--- src/rtl/core/vcli_pkg.sv ---
`default_nettype none

package vcli_pkg;

	// Curve size and derived index widths.
	localparam int TABLE_POINTS = 12;
	localparam int SEG_CNT = TABLE_POINTS - 1;
	localparam int PT_W = $clog2(TABLE_POINTS);
	localparam int SEG_W = $clog2(SEG_CNT);

	// Field and datapath widths.
	localparam int UV_W = 24;
	localparam int PCT_W = 7;
	localparam int FRAC_W = 8;
	localparam int CHARGE_W = 15;
	// Widest segment of the curve is below 2^20 microvolts.
	localparam int SPAN_W = 20;
	// Largest dy * offset over the curve is below 2^23.
	localparam int M_W = 23;
	localparam int NUM_W = M_W + FRAC_W;
	// Reciprocals are floor(2^32 / span); with a numerator below 2^32 the
	// estimate is at most one below the true quotient.
	localparam int RECIP_W = 17;
	localparam int RECIP_SHIFT = 32;
	localparam int Q_W = NUM_W + RECIP_W - RECIP_SHIFT;

	localparam int QUEUE_DEPTH = 4;
	localparam int QPTR_W = $clog2(QUEUE_DEPTH);
	localparam int QCNT_W = $clog2(QUEUE_DEPTH + 1);

	typedef logic [UV_W-1:0] uv_t;

	typedef enum logic [1:0] {
		CLAMP_NONE  = 2'd0,
		CLAMP_FULL  = 2'd1,
		CLAMP_EMPTY = 2'd2
	} clamp_t;

	// Pack voltage points (doubled cell voltage), highest first.
	localparam uv_t PT_UV [TABLE_POINTS] = '{
		24'd8000000, 24'd7720000, 24'd7560000, 24'd7440000,
		24'd7340000, 24'd7240000, 24'd7180000, 24'd7140000,
		24'd7080000, 24'd6960000, 24'd6500000, 24'd5600000
	};

	localparam logic [PCT_W-1:0] PT_PCT [TABLE_POINTS] = '{
		7'd100, 7'd90, 7'd80, 7'd70, 7'd60, 7'd50,
		7'd40, 7'd30, 7'd20, 7'd10, 7'd5, 7'd0
	};

	localparam logic [RECIP_W-1:0] SEG_RECIP [SEG_CNT] = '{
		17'd15339, 17'd26843, 17'd35791, 17'd42949, 17'd42949, 17'd71582,
		17'd107374, 17'd71582, 17'd35791, 17'd9336, 17'd4772
	};

	// One classified word passed from the front to the back.
	typedef struct packed {
		clamp_t status;
		logic [SEG_W-1:0] seg;
		logic [PCT_W-1:0] dy;
		logic [PCT_W-1:0] ylo;
		logic [SPAN_W-1:0] off;
	} vcli_item_t;

	function automatic logic [SPAN_W-1:0] seg_span(input logic [SEG_W-1:0] seg);
		logic [PT_W-1:0] hi_idx;
		logic [PT_W-1:0] lo_idx;
		hi_idx = PT_W'(seg);
		lo_idx = PT_W'(seg + 1'b1);
		return SPAN_W'(PT_UV[hi_idx] - PT_UV[lo_idx]);
	endfunction

endpackage

`default_nettype wire

--- src/rtl/core/vcli_front.sv ---
`default_nettype none

module vcli_front (
	input  wire logic                clk,
	input  wire logic                arst_n,
	input  wire logic                in_valid,
	input  vcli_pkg::uv_t            in_uv,
	output logic                     push,
	output vcli_pkg::vcli_item_t     push_item,
	output logic [1:0]               inflight
);
	import vcli_pkg::*;

	logic                    v_s1;
	uv_t                     uv_s1;
	logic                    v_s2;
	uv_t                     uv_s2;
	logic [TABLE_POINTS-1:0] gt_s2;
	logic                    full_s2;

	logic [TABLE_POINTS-1:0] gt;
	logic                    hit;
	logic [SEG_W-1:0]        seg;
	logic [PT_W-1:0]         hi_idx;
	logic [PT_W-1:0]         lo_idx;

	always_ff @(posedge clk or negedge arst_n) begin
		if (!arst_n) begin
			v_s1 <= 1'b0;
			v_s2 <= 1'b0;
		end else begin
			v_s1 <= in_valid;
			v_s2 <= v_s1;
		end
	end

	always_ff @(posedge clk) begin
		uv_s1 <= in_uv;
		uv_s2 <= uv_s1;
		gt_s2 <= gt;
		full_s2 <= (uv_s1 >= PT_UV[0]);
	end

	always_comb begin
		for (int k = 0; k < TABLE_POINTS; k++) begin
			gt[k] = (uv_s1 > PT_UV[k]);
		end
	end

	// The segment is the one whose upper point is not below the voltage
	// while its lower point is; the lowest such index wins.
	always_comb begin
		hit = 1'b0;
		seg = '0;
		hi_idx = '0;
		lo_idx = '0;
		for (int k = SEG_CNT - 1; k >= 0; k--) begin
			if (!gt_s2[k] && gt_s2[k+1]) begin
				hit = 1'b1;
				seg = SEG_W'(k);
				hi_idx = PT_W'(k);
				lo_idx = PT_W'(k + 1);
			end
		end
	end

	always_comb begin
		push_item.status = CLAMP_NONE;
		push_item.seg = '0;
		push_item.dy = '0;
		push_item.ylo = '0;
		push_item.off = '0;
		priority if (full_s2) begin
			push_item.status = CLAMP_FULL;
			push_item.ylo = PT_PCT[0];
		end else if (!gt_s2[TABLE_POINTS-1]) begin
			push_item.status = CLAMP_EMPTY;
			push_item.ylo = PT_PCT[TABLE_POINTS-1];
		end else if (hit) begin
			push_item.seg = seg;
			push_item.ylo = PT_PCT[lo_idx];
			push_item.dy = (PT_PCT[hi_idx] >= PT_PCT[lo_idx]) ?
				PT_PCT[hi_idx] - PT_PCT[lo_idx] : '0;
			push_item.off = SPAN_W'(uv_s2 - PT_UV[lo_idx]);
		end
	end

	assign push = v_s2;
	assign inflight = {1'b0, v_s1} + {1'b0, v_s2};

	a_empty_below_top: assert property (@(posedge clk) disable iff (!arst_n)
		v_s2 && !gt_s2[TABLE_POINTS-1] |-> !gt_s2[0])
		else $error("empty clamp with voltage above top point");

	a_interp_hit: assert property (@(posedge clk) disable iff (!arst_n)
		v_s2 && !full_s2 && gt_s2[TABLE_POINTS-1] |-> hit)
		else $error("voltage inside curve but no segment found");

	a_full_consistent: assert property (@(posedge clk) disable iff (!arst_n)
		v_s2 && full_s2 |-> gt_s2[TABLE_POINTS-1])
		else $error("full clamp with voltage at or below bottom point");

endmodule

`default_nettype wire

--- src/rtl/core/vcli_queue.sv ---
`default_nettype none

module vcli_queue (
	input  wire logic                clk,
	input  wire logic                arst_n,
	input  wire logic                push,
	input  vcli_pkg::vcli_item_t     push_item,
	input  wire logic [1:0]          inflight,
	output logic                     pop_valid,
	output vcli_pkg::vcli_item_t     pop_item,
	output logic                     busy
);
	import vcli_pkg::*;

	vcli_item_t          slot_q [QUEUE_DEPTH];
	logic [QPTR_W-1:0]   wr_ptr_q;
	logic [QPTR_W-1:0]   rd_ptr_q;
	logic [QCNT_W-1:0]   count_q;
	logic                pop;
	logic [QCNT_W:0]     committed;

	// The back end never stalls, so any held word leaves at once.
	assign pop = (count_q != '0);
	assign pop_valid = pop;
	assign pop_item = slot_q[rd_ptr_q];

	// Words already in the front still need room here.
	assign committed = {1'b0, count_q} + (QCNT_W + 1)'(inflight);
	assign busy = (committed >= (QCNT_W + 1)'(QUEUE_DEPTH));

	always_ff @(posedge clk or negedge arst_n) begin
		if (!arst_n) begin
			wr_ptr_q <= '0;
			rd_ptr_q <= '0;
			count_q <= '0;
		end else begin
			if (push) begin
				wr_ptr_q <= wr_ptr_q + 1'b1;
			end
			if (pop) begin
				rd_ptr_q <= rd_ptr_q + 1'b1;
			end
			unique case ({push, pop})
				2'b10: count_q <= count_q + 1'b1;
				2'b01: count_q <= count_q - 1'b1;
				default: count_q <= count_q;
			endcase
		end
	end

	always_ff @(posedge clk) begin
		if (push) begin
			slot_q[wr_ptr_q] <= push_item;
		end
	end

	a_no_overflow: assert property (@(posedge clk) disable iff (!arst_n)
		push && !pop |-> count_q < QCNT_W'(QUEUE_DEPTH))
		else $error("queue overflow");

	a_count_bound: assert property (@(posedge clk) disable iff (!arst_n)
		count_q <= QCNT_W'(QUEUE_DEPTH))
		else $error("queue count out of range");

	a_push_moves_count: assert property (@(posedge clk) disable iff (!arst_n)
		push && !pop |=> count_q == $past(count_q) + 1'b1)
		else $error("push did not raise queue count");

endmodule

`default_nettype wire

--- src/rtl/core/vcli_back.sv ---
`default_nettype none

module vcli_back (
	input  wire logic                      clk,
	input  wire logic                      arst_n,
	input  wire logic                      in_valid,
	input  vcli_pkg::vcli_item_t           in_item,
	output logic                           done,
	output logic [vcli_pkg::CHARGE_W-1:0]  charge_q8,
	output logic [1:0]                     clamp_status
);
	import vcli_pkg::*;

	logic                v_s1, v_s2, v_s3, v_s4;
	clamp_t              status_s1, status_s2, status_s3, status_s4;
	logic [PCT_W-1:0]    ylo_s1, ylo_s2, ylo_s3;
	logic [SEG_W-1:0]    seg_s1, seg_s2;
	logic [M_W-1:0]      m_s1;
	logic [NUM_W-1:0]    num_s2, num_s3;
	logic [Q_W-1:0]      q_s2, q_s3;
	logic [NUM_W-1:0]    qs_s3;
	logic [SPAN_W-1:0]   span_s3;
	logic [CHARGE_W-1:0] charge_s4;

	logic [NUM_W-1:0]         num;
	logic [NUM_W+RECIP_W-1:0] prod;
	logic [NUM_W-1:0]         rem;
	logic [Q_W-1:0]           q_fix;

	always_ff @(posedge clk or negedge arst_n) begin
		if (!arst_n) begin
			v_s1 <= 1'b0;
			v_s2 <= 1'b0;
			v_s3 <= 1'b0;
			v_s4 <= 1'b0;
		end else begin
			v_s1 <= in_valid;
			v_s2 <= v_s1;
			v_s3 <= v_s2;
			v_s4 <= v_s3;
		end
	end

	// Quotient of num by the segment span comes from the reciprocal
	// estimate, which is low by at most one, plus one correction step.
	assign num = {m_s1, {FRAC_W{1'b0}}};
	assign prod = num * SEG_RECIP[seg_s1];
	assign rem = num_s3 - qs_s3;
	assign q_fix = q_s3 + Q_W'(rem >= NUM_W'(span_s3));

	always_ff @(posedge clk) begin
		status_s1 <= in_item.status;
		ylo_s1 <= in_item.ylo;
		seg_s1 <= in_item.seg;
		m_s1 <= M_W'(in_item.dy) * M_W'(in_item.off);

		status_s2 <= status_s1;
		ylo_s2 <= ylo_s1;
		seg_s2 <= seg_s1;
		num_s2 <= num;
		q_s2 <= prod[RECIP_SHIFT +: Q_W];

		status_s3 <= status_s2;
		ylo_s3 <= ylo_s2;
		num_s3 <= num_s2;
		q_s3 <= q_s2;
		span_s3 <= seg_span(seg_s2);
		qs_s3 <= NUM_W'(q_s2) * NUM_W'(seg_span(seg_s2));

		status_s4 <= status_s3;
		charge_s4 <= CHARGE_W'({ylo_s3, {FRAC_W{1'b0}}}) + CHARGE_W'(q_fix);
	end

	assign done = v_s4;
	assign charge_q8 = charge_s4;
	assign clamp_status = status_s4;

	a_full_value: assert property (@(posedge clk) disable iff (!arst_n)
		done && status_s4 == CLAMP_FULL |->
			charge_s4 == CHARGE_W'({PT_PCT[0], {FRAC_W{1'b0}}}))
		else $error("full clamp with wrong charge");

	a_empty_value: assert property (@(posedge clk) disable iff (!arst_n)
		done && status_s4 == CLAMP_EMPTY |->
			charge_s4 == CHARGE_W'({PT_PCT[TABLE_POINTS-1], {FRAC_W{1'b0}}}))
		else $error("empty clamp with wrong charge");

	a_estimate_close: assert property (@(posedge clk) disable iff (!arst_n)
		v_s3 |-> num_s3 >= qs_s3 && rem < NUM_W'(2 * span_s3))
		else $error("reciprocal estimate off by more than one");

endmodule

`default_nettype wire

--- src/rtl/core/voltage_to_charge_lut_interp.sv ---
// Pack voltage to state of charge by piecewise linear interpolation.
// Throughput: one word per cycle while busy is low; the front compare stages, the
// short queue and the reciprocal multiply-and-correct pipeline of the back each
// take one per cycle.
// The receiver cannot stall; busy rises only if the queue could overfill.
// Reset (arst_n low) empties the pipeline and the queue; no result is lost after.
`default_nettype none

module voltage_to_charge_lut_interp (
	input  wire logic                      clk,
	input  wire logic                      arst_n,
	input  wire logic                      start,
	output logic                           busy,
	input  wire logic [23:0]               pack_voltage_uv,
	output logic                           done,
	output logic [vcli_pkg::CHARGE_W-1:0]  charge_q8,
	output logic [1:0]                     clamp_status
);
	import vcli_pkg::*;

	logic       accept;
	logic       push;
	vcli_item_t push_item;
	logic [1:0] inflight;
	logic       pop_valid;
	vcli_item_t pop_item;

	assign accept = start && !busy;

	vcli_front u_front (
		.clk       (clk),
		.arst_n    (arst_n),
		.in_valid  (accept),
		.in_uv     (pack_voltage_uv),
		.push      (push),
		.push_item (push_item),
		.inflight  (inflight)
	);

	vcli_queue u_queue (
		.clk       (clk),
		.arst_n    (arst_n),
		.push      (push),
		.push_item (push_item),
		.inflight  (inflight),
		.pop_valid (pop_valid),
		.pop_item  (pop_item),
		.busy      (busy)
	);

	vcli_back u_back (
		.clk          (clk),
		.arst_n       (arst_n),
		.in_valid     (pop_valid),
		.in_item      (pop_item),
		.done         (done),
		.charge_q8    (charge_q8),
		.clamp_status (clamp_status)
	);

	a_fixed_latency: assert property (@(posedge clk) disable iff (!arst_n)
		accept |-> ##7 done)
		else $error("accepted word did not complete in seven cycles");

	a_no_spurious_done: assert property (@(posedge clk) disable iff (!arst_n)
		done |-> $past(accept, 7))
		else $error("done without a matching accepted word");

	a_charge_bound: assert property (@(posedge clk) disable iff (!arst_n)
		done |-> charge_q8 <= CHARGE_W'({PT_PCT[0], {FRAC_W{1'b0}}}))
		else $error("charge above full scale");

endmodule

`default_nettype wire
--- config.mk ---
export PLATFORM = sky130hd
export DESIGN_NAME = voltage_to_charge_lut_interp
export DESIGN_NICKNAME = d
export VERILOG_FILES = /design/src/rtl/core/vcli_pkg.sv /design/src/rtl/core/vcli_front.sv /design/src/rtl/core/vcli_queue.sv /design/src/rtl/core/vcli_back.sv /design/src/rtl/core/voltage_to_charge_lut_interp.sv
export SDC_FILE = /design/constraint.sdc
export NUM_CORES = 2
export LEC_CHECK = 0
export BUFFER_PORTS_ARGS = -buffer_cell sky130_fd_sc_hd__buf_2
export CORE_ASPECT_RATIO = 0.6
export CORE_MARGIN = 2
export CORE_UTILIZATION = 35
export CTS_BUF_LIST = sky130_fd_sc_hd__clkbuf_16
export DETAILED_ROUTE_END_ITERATION = 8
export GPL_TIMING_DRIVEN = 1
export PLACE_DENSITY = 0.48
export SYNTH_ARGS = -nofsm -noshare
export SYNTH_HDL_FRONTEND = slang
export SYNTH_SLANG_ARGS = --single-unit
export TNS_END_PERCENT = 30
--- constraint.sdc ---
create_clock -name clk -period 11.55 [get_ports clk]
set_input_delay 0.5775 -clock clk [delete_from_list [all_inputs] [get_ports clk]]
set_output_delay 0.5775 -clock clk [all_outputs]
set_load 0.005 [all_outputs]
* After elaboration in Yosys (flattened, before gate mapping)
Memories as Yosys holds them, arrays and structs flattened.
Cells that the tools add are included.
** Storage, ports and cells
- Bits in registers :: 273
- Memory bits (writable) :: 160
- ROM bits :: 1648
- Bits of input ports :: 27
- Output and inout port bits :: 19
- Logic and storage cells :: 165
- Memories kept :: 7
** Memories
- (name not given) :: depth 16, bits a word 24, read ports 1, clocked after memory_dff 0, wr ports 0, RTL line vcli_front.sv:84 : push_item.off = SPAN_W'(uv_s2 - PT_UV[lo_idx]);
- (name not given) :: depth 16, bits a word 24, read ports 1, clocked after memory_dff 0, wr ports 0, RTL line vcli_pkg.sv:70 : return SPAN_W'(PT_UV[hi_idx] - PT_UV[lo_idx]);
- (name not given) :: depth 16, bits a word 24, read ports 1, clocked after memory_dff 0, wr ports 0, RTL line vcli_pkg.sv:70
- (name not given) :: depth 16, bits a word 17, read ports 1, clocked after memory_dff 0, wr ports 0, RTL line vcli_back.sv:47 : assign prod = num * SEG_RECIP[seg_s1];
- u_queue.slot_q :: depth 4, bits a word 40, read ports 1, clocked after memory_dff 0, wr ports 1, RTL line vcli_queue.sv:15 : vcli_item_t slot_q [QUEUE_DEPTH];
- (name not given) :: depth 16, bits a word 7, read ports 1, clocked after memory_dff 0, wr ports 0, RTL line vcli_front.sv:81 : push_item.ylo = PT_PCT[lo_idx];
- +1 memories
** Operators by class
- Add/subtract/negate cells :: 13
- $mul :: 3
- Order comparisons :: 21
- Equality and inequality tests :: 2
- Multiplexer cells :: 58
- Bitwise operators :: 5
- Reduce and logical (&&, ||, !) cells :: 26
** Operators by type and width (number)
- 24-bit by 23-bit greater-than comparator with 1-bit output, second input constant :: 12
- 20-bit 2-to-1 mux :: 8
- 4-bit 2-to-1 mux :: 22
- 7-bit 2-to-1 mux :: 7
- 23-bit by 17-bit multiplier with 40-bit output :: 1
- 20-bit subtractor :: 2
- 38-bit 2-to-1 mux :: 1
- 17-bit 2-to-1 mux :: 2
- 31-bit by 20-bit greater-or-equal comparator with 1-bit output :: 1
- 16-bit by 20-bit multiplier with 31-bit output :: 1
- 31-bit subtractor :: 1
- 5-bit greater-or-equal comparator, second input constant :: 5
- 4-bit inverter with 5-bit output :: 5
- 24-bit by 23-bit greater-or-equal comparator with 1-bit output, second input constant :: 1
- 7-bit by 20-bit multiplier with 23-bit output :: 1
- 11-bit 2-to-1 mux :: 2
- 15-bit by 1-bit adder with 15-bit output :: 1
- 15-bit adder :: 1
- 1-bit 2-to-1 mux :: 13
- 1-bit logical AND :: 12
- 1-bit zero test :: 12
- 7-bit greater-or-equal comparator :: 1
- 7-bit subtractor :: 1
- 3-bit case mux with 2 select lines :: 1
- 12 further kinds :: 14

* Logic depth before layout (Yosys ltp)
- Depth after elaboration :: 22
- Mapped depth :: 38
- Depth with buffers taken out :: 34

* Modules after synthesis
A second synthesis with hierarchy kept.
** Second synthesis, totals
- Cells, all modules :: 4084
- Area total of the unflattened synthesis :: 40232.3 sq um
** By module, submodules not included
- vcli_back :: instances 1, cells each 3301, area an instance 29779.8 sq um, seq. area each 3963.8 sq um
- vcli_queue :: instances 1, cells each 247, area an instance 6241.0 sq um, seq. area each 4979.8 sq um
- vcli_front :: instances 1, cells each 535, area an instance 4197.8 sq um, seq. area each 1191.1 sq um
- voltage_to_charge_lut_interp :: instances 1, cells each 1, area an instance 13.8 sq um, seq. area each 0.0 sq um

* Worst setup path after synthesis
No wires, ideal clock.
- Path kind :: register to register
- From :: register u_back.seg_s2[0]
- To :: register u_back.qs_s3[30]
- Setup time :: 0.121 ns
- Arrival :: 8.656 ns
- Required time :: 11.429 ns
- Setup slack :: 2.773 ns
- Stages on the path, launching flop included :: 39
- Path buffers :: 4
- Clock period less this slack :: 8.777 ns
- Cell sequence :: dfxtp_1 -> clkbuf_1 -> clkbuf_1 -> inv_1 -> ha_1 -> clkbuf_1 -> nor3_1 -> a21oi_1 -> mux2i_1 -> ha_1 -> nor2b_1 -> o31a_1 -> o211ai_1 -> nand2_1 -> nor2_1 -> xnor2_1 -> clkbuf_1 -> nand2_1 -> (+3 left out) -> fa_1 -> inv_1 -> fa_1 -> inv_1 -> fa_1 -> inv_1 -> fa_1 -> inv_1 -> ha_1 -> a21o_1 -> a21oi_1 -> o31ai_1 -> a41o_1 -> o211a_1 -> o21a_1 -> o21ai_1 -> a21oi_1 -> xor2_1
** On the way
- Longest elaborated chain between the ends :: 7
- Elaborated cells between the ends (all ways) :: 11
- Those cells by class :: add/sub: 2; mul: 1; mux: 4; bitwise: 2; memory: 2
** Ends and longest elaborated chain
- start, declared :: RTL line vcli_back.sv:17 : logic [SEG_W-1:0] seg_s1, seg_s2;
- start signal, assigned :: RTL line vcli_back.sv:59 : seg_s2 <= seg_s1;
- 4-bit by 1-bit adder with 4-bit output :: RTL line vcli_pkg.sv:69 : lo_idx = PT_W'(seg + 1'b1);
- 4-bit inverter with 5-bit output (implied by the code) :: RTL line vcli_pkg.sv:70
- memory read 16 x 24 bit
- 20-bit 2-to-1 mux (implied by the code) (2 in a row) :: RTL line vcli_pkg.sv:70
- 20-bit subtractor (*) :: RTL line vcli_pkg.sv:70
- 16-bit by 20-bit multiplier with 31-bit output (*) :: RTL line vcli_back.sv:68 : qs_s3 <= NUM_W'(q_s2) * NUM_W'(seg_span(seg_s2));
- end signal, assigned :: RTL line vcli_back.sv:68
- end, declared :: RTL line vcli_back.sv:21 : logic [NUM_W-1:0] qs_s3;
Every way passes the cells marked *; elsewhere a longest branch is shown, timed or not. The select of a mux whose other input is x is not followed.
A chain may end at the register's enable or synchronous reset.

* Final worst setup path
- From :: register u_back.seg_s2[0]
- To :: register u_back.qs_s3[28]
The elaborated chain is that of the path after synthesis.

==> summary.md <==
| Metric | Value |
|---|---|
| Status | complete, no violations |
| # port buffers | 45 |
| Syn-to-layout area delta | 10.3% |
| Via/cell ratio | 4.84 |
| DPL Wire Length | 82600 um |
| Clock skew | 0.0905 ns |
| Tightest Hold Check Type | in -> reg |
| Final Wtd Congestion | 0.874 |
| Final setup violation count | 0 |
| Number of design rule violations left after detail routing | 0 |
| I/O pin count | 46 |
| Count of buffering cells on the critical path with inverters included | 6 |
| Overflow left after global routing | 0 |
| Worst hold path cell count | 3 |
| Yosys reg bits | 423 |
| Portion of synthesized cell area occupied by the leading cell type | 0.288 |
| Unrepaired setup endpoints after global routing | no |
| Average routed wire per standard cell | 18.9 um |
| Kind of end point of the critical path | flip-flop |
| Library cell with the largest summed area after synthesis | fa_1 |
| Post-Route Setup TNS | 0 ns |
| Cell occurring most often along the worst timing path | fa_1 |
| Data arrival time of the critical path | 10.00 ns |
| Worst-path cell with the longest stage delay | dfxtp_1 |
| Count leader, synth | inv_1 |
| Reg2Reg Setup Slack | 2.08 ns |
| Number of nets in the synthesized netlist | 4948 |
| Source of the worst hold timing path | start |
| Final wirelength | 106000 um |
| Critical register-to-register path startpoint | u_back.seg_s2[0]$_DFF_P_ |
| Synth Cell Area | 39800 sq um |
| Number of buffers created by CTS | 46 |
| Clock latency of the later-clocked register in the worst-skew pair | 0.66 ns |
| Floorplan die area | 116000 sq um |
| Cell family with the largest share of critical-path delay | adder cells |
| Overall die width | 439 um |
| Die height | 265 um |
| Max Transition Viols Final | 0 |
| Most area-consuming cells after synthesis | fa_1 (29%), dfxtp_1 (13%), edfxtp_1 (12%) |
| Worst R2R End | u_back.qs_s3[28]$_DFF_P_ |
| Drt initial violations | 2130 |
| Fraction of final layout cells sized beyond drive strength 1 | 0.0676 |
| CTS HTree Levels | 2 |
| CTS Buffer Depth | 3 |
| Remaining max-slew budget at the tightest pin | 0.253 |
| Count of maximum capacitance violations | 0 |
| TritonRoute pass-1 iters | 6 |
| Pin count of the biggest net entering global routing | 41 |
| Number of vias after detailed routing | 27130 |
| Biggest cell delay along the critical path | 0.83 ns |
| Hold path endpoint | u_front.v_s1$_DFF_PN0_ |
| Critical path class | reg -> reg |
| Master cell of the clock root buffer | clkbuf_16 |
| Required time reported for the critical path endpoint | 12.09 ns |
| Leading cell types by count after synthesis | inv_1 (729), nand2_1 (574), fa_1 (572) |
| Final worst-path cycle share | 0.820 |
| Clock-pin slew reported for the worst setup and hold paths after clock tree synthesis | 0.07 ns |
| Total Routing Usage GR | 0.188 |
| Synth cell types | 90 |
| First-pass GRT wire length | 170000 um |
| Fin. Hold Viols | 0 |
| Placement Rows | 95 |
| Standard cell core area | 112000 sq um |
| Worst reg-to-reg path cell count | 35 |
| Via count of the first global-routing pass | 27967 |
| Number of flops mapped to enable cells by yosys | 160 |
| Buffer count from post-CTS setup fixing | 0 |
| Number of warnings reported in the yosys synthesis log | 0 |
| Fraction of synthesis flops using an asynchronous set or reset pin | 0.0307 |
| TritonCTS Sinks | 423 |
| Largest fanout on the critical path | 20 |
| Transition at the pin with the smallest max-transition slack | 1.12 ns |
| Nets | 4989 |
| Top flip-flop cell by instance count after synthesis | dfxtp_1 |
| Clock tree from TritonCTS | done |
| Post-Synthesis Cells | 4020 |
| Effective utilization at floorplan | 0.354 |
| Mean instance size in the synthesized netlist | 9.89 sq um |
| Time the worst path needs with I/O delays and setup | 9.47 ns |
| Nature of the critical path startpoint | flip-flop |
| Number of antenna violations at the first check in global routing | 6 |
| Timing-limited maximum frequency | 106 MHz |
| Post-DRT Antenna Nets | 0 |
| Post-synthesis sequential area ratio | 0.255 |
==> sequential cells by signal (all words and copies together) (netlist names), 3 cells and up <==
| signal | count |
|---|---|
| u_back.ylo_s2 | 7 |
| u_back.num_s3 | 23 |
| u_back.span_s3 | 15 |
| u_back.seg_s1 | 4 |
| u_back.q_s3 | 15 |
| u_back.q_s2 | 16 |
| u_back.m_s1 | 23 |
| u_back.ylo_s1 | 7 |
| u_back.num_s2 | 23 |
| u_back.qs_s3 | 26 |
| u_queue.count_q | 3 |
| u_back.seg_s2 | 4 |
| u_front.gt_s2 | 12 |
| u_back.charge_q8 | 15 |
| u_front.uv_s1 | 24 |
| u_queue.slot_q | 160 |
| u_front.uv_s2 | 20 |
| u_back.ylo_s3 | 7 |
==> routing by layer <==
metal  vias up  share of wire  global-route usage
li1      12808              -                   -
met1     13511           0.56               0.323
met2       705           0.36               0.237
met3       106          0.072              0.0362
met4         0          0.013              0.0276
met5         -              0                   0
==> repair_timing <==
item / 4_1_cts / 5_1_grt
resized for setup: 0 / 0
hold buffers: 25 / 0
hold endpoints to repair: 37 / 0
==> stage by stage <==
step                utilization  instance area, sq um  instances  setup slack, ns  hold WS [ns]
CTS                       0.390                 43900       5602             2.17        0.0654
finish                    0.391                 43900       5604             2.08         0.124
global placement          0.373                 41900       5491             2.18         0.310
floorplan                     -                 39800       4020             2.77         0.282
detailed placement        0.373                 41900       5491             2.18         0.312
global route              0.390                 43900       5602             1.58         0.119
==> worst min-delay path, cell delays in order <==
cell and delay, ns:
buf_2 0.09, inv_1 0.04, nor2_1 0.04
==> cell type report <==
class,instances,area [sq um]
Timing Repair Buffer,139,993
Inverter,729,2740
Multi-Input combinational cell,2722,26400
Sequential cell,423,10100
Fill cell,11155,68500
Antenna cell,2,5.00
Clock inverter,39,503
Tap cell,1503,1880
Clock buffer,47,1180
==> cell families after synthesis <==
logic type,share of synthesized area
DFF,0.255
AOI/OAI and AO/OA,0.0716
adders and majority gates,0.391
xor gates and xnor gates,0.0312
buffers and inverters,0.0827
and+or+nand+nor,0.143
muxes,0.0252
==> worst max path at each step <==
stage / startpoint / endpoint / slack (ns) / cells past startpoint
final: u_back.seg_s2[0]$_DFF_P_ / u_back.qs_s3[28]$_DFF_P_ / 2.08 / 35
after global routing: u_back.seg_s2[0]$_DFF_P_ / u_back.qs_s3[28]$_DFF_P_ / 1.58 / 34
after CTS: u_back.seg_s2[0]$_DFF_P_ / u_back.qs_s3[28]$_DFF_P_ / 2.17 / 35
after detailed placement: u_back.seg_s2[0]$_DFF_P_ / u_back.qs_s3[28]$_DFF_P_ / 2.18 / 35
after global placement: u_back.seg_s2[0]$_DFF_P_ / u_back.qs_s3[30]$_DFF_P_ / 2.18 / 35
after floorplan: u_back.seg_s2[0]$_DFF_P_ / u_back.qs_s3[30]$_DFF_P_ / 2.77 / 38
==> cells in the final DEF, fill, tap and decap left out, types with 16 or more instances in the layout <==
master and n:
xnor2_1 95, inv_1 733, nor3_1 49, mux4_2 40
and3_1 25, nand3_1 40, nand2b_1 32, xor2_1 44
dfxtp_1 250, clkbuf_16 47, fa_1 572, ha_1 329
buf_4 69, o21ai_0 93, o21a_1 30, o21bai_1 22
nor2_1 120, a21oi_1 116, dlygate4sd3_1 25, a21o_1 28
and2_1 221, nor2b_1 63, edfxtp_1 160, nand2_1 574
o21ai_1 16, buf_2 45
Power is left out: the tool's default activity adds up to more than one toggle a clock period on the data nets, which glitch-free logic cannot reach.
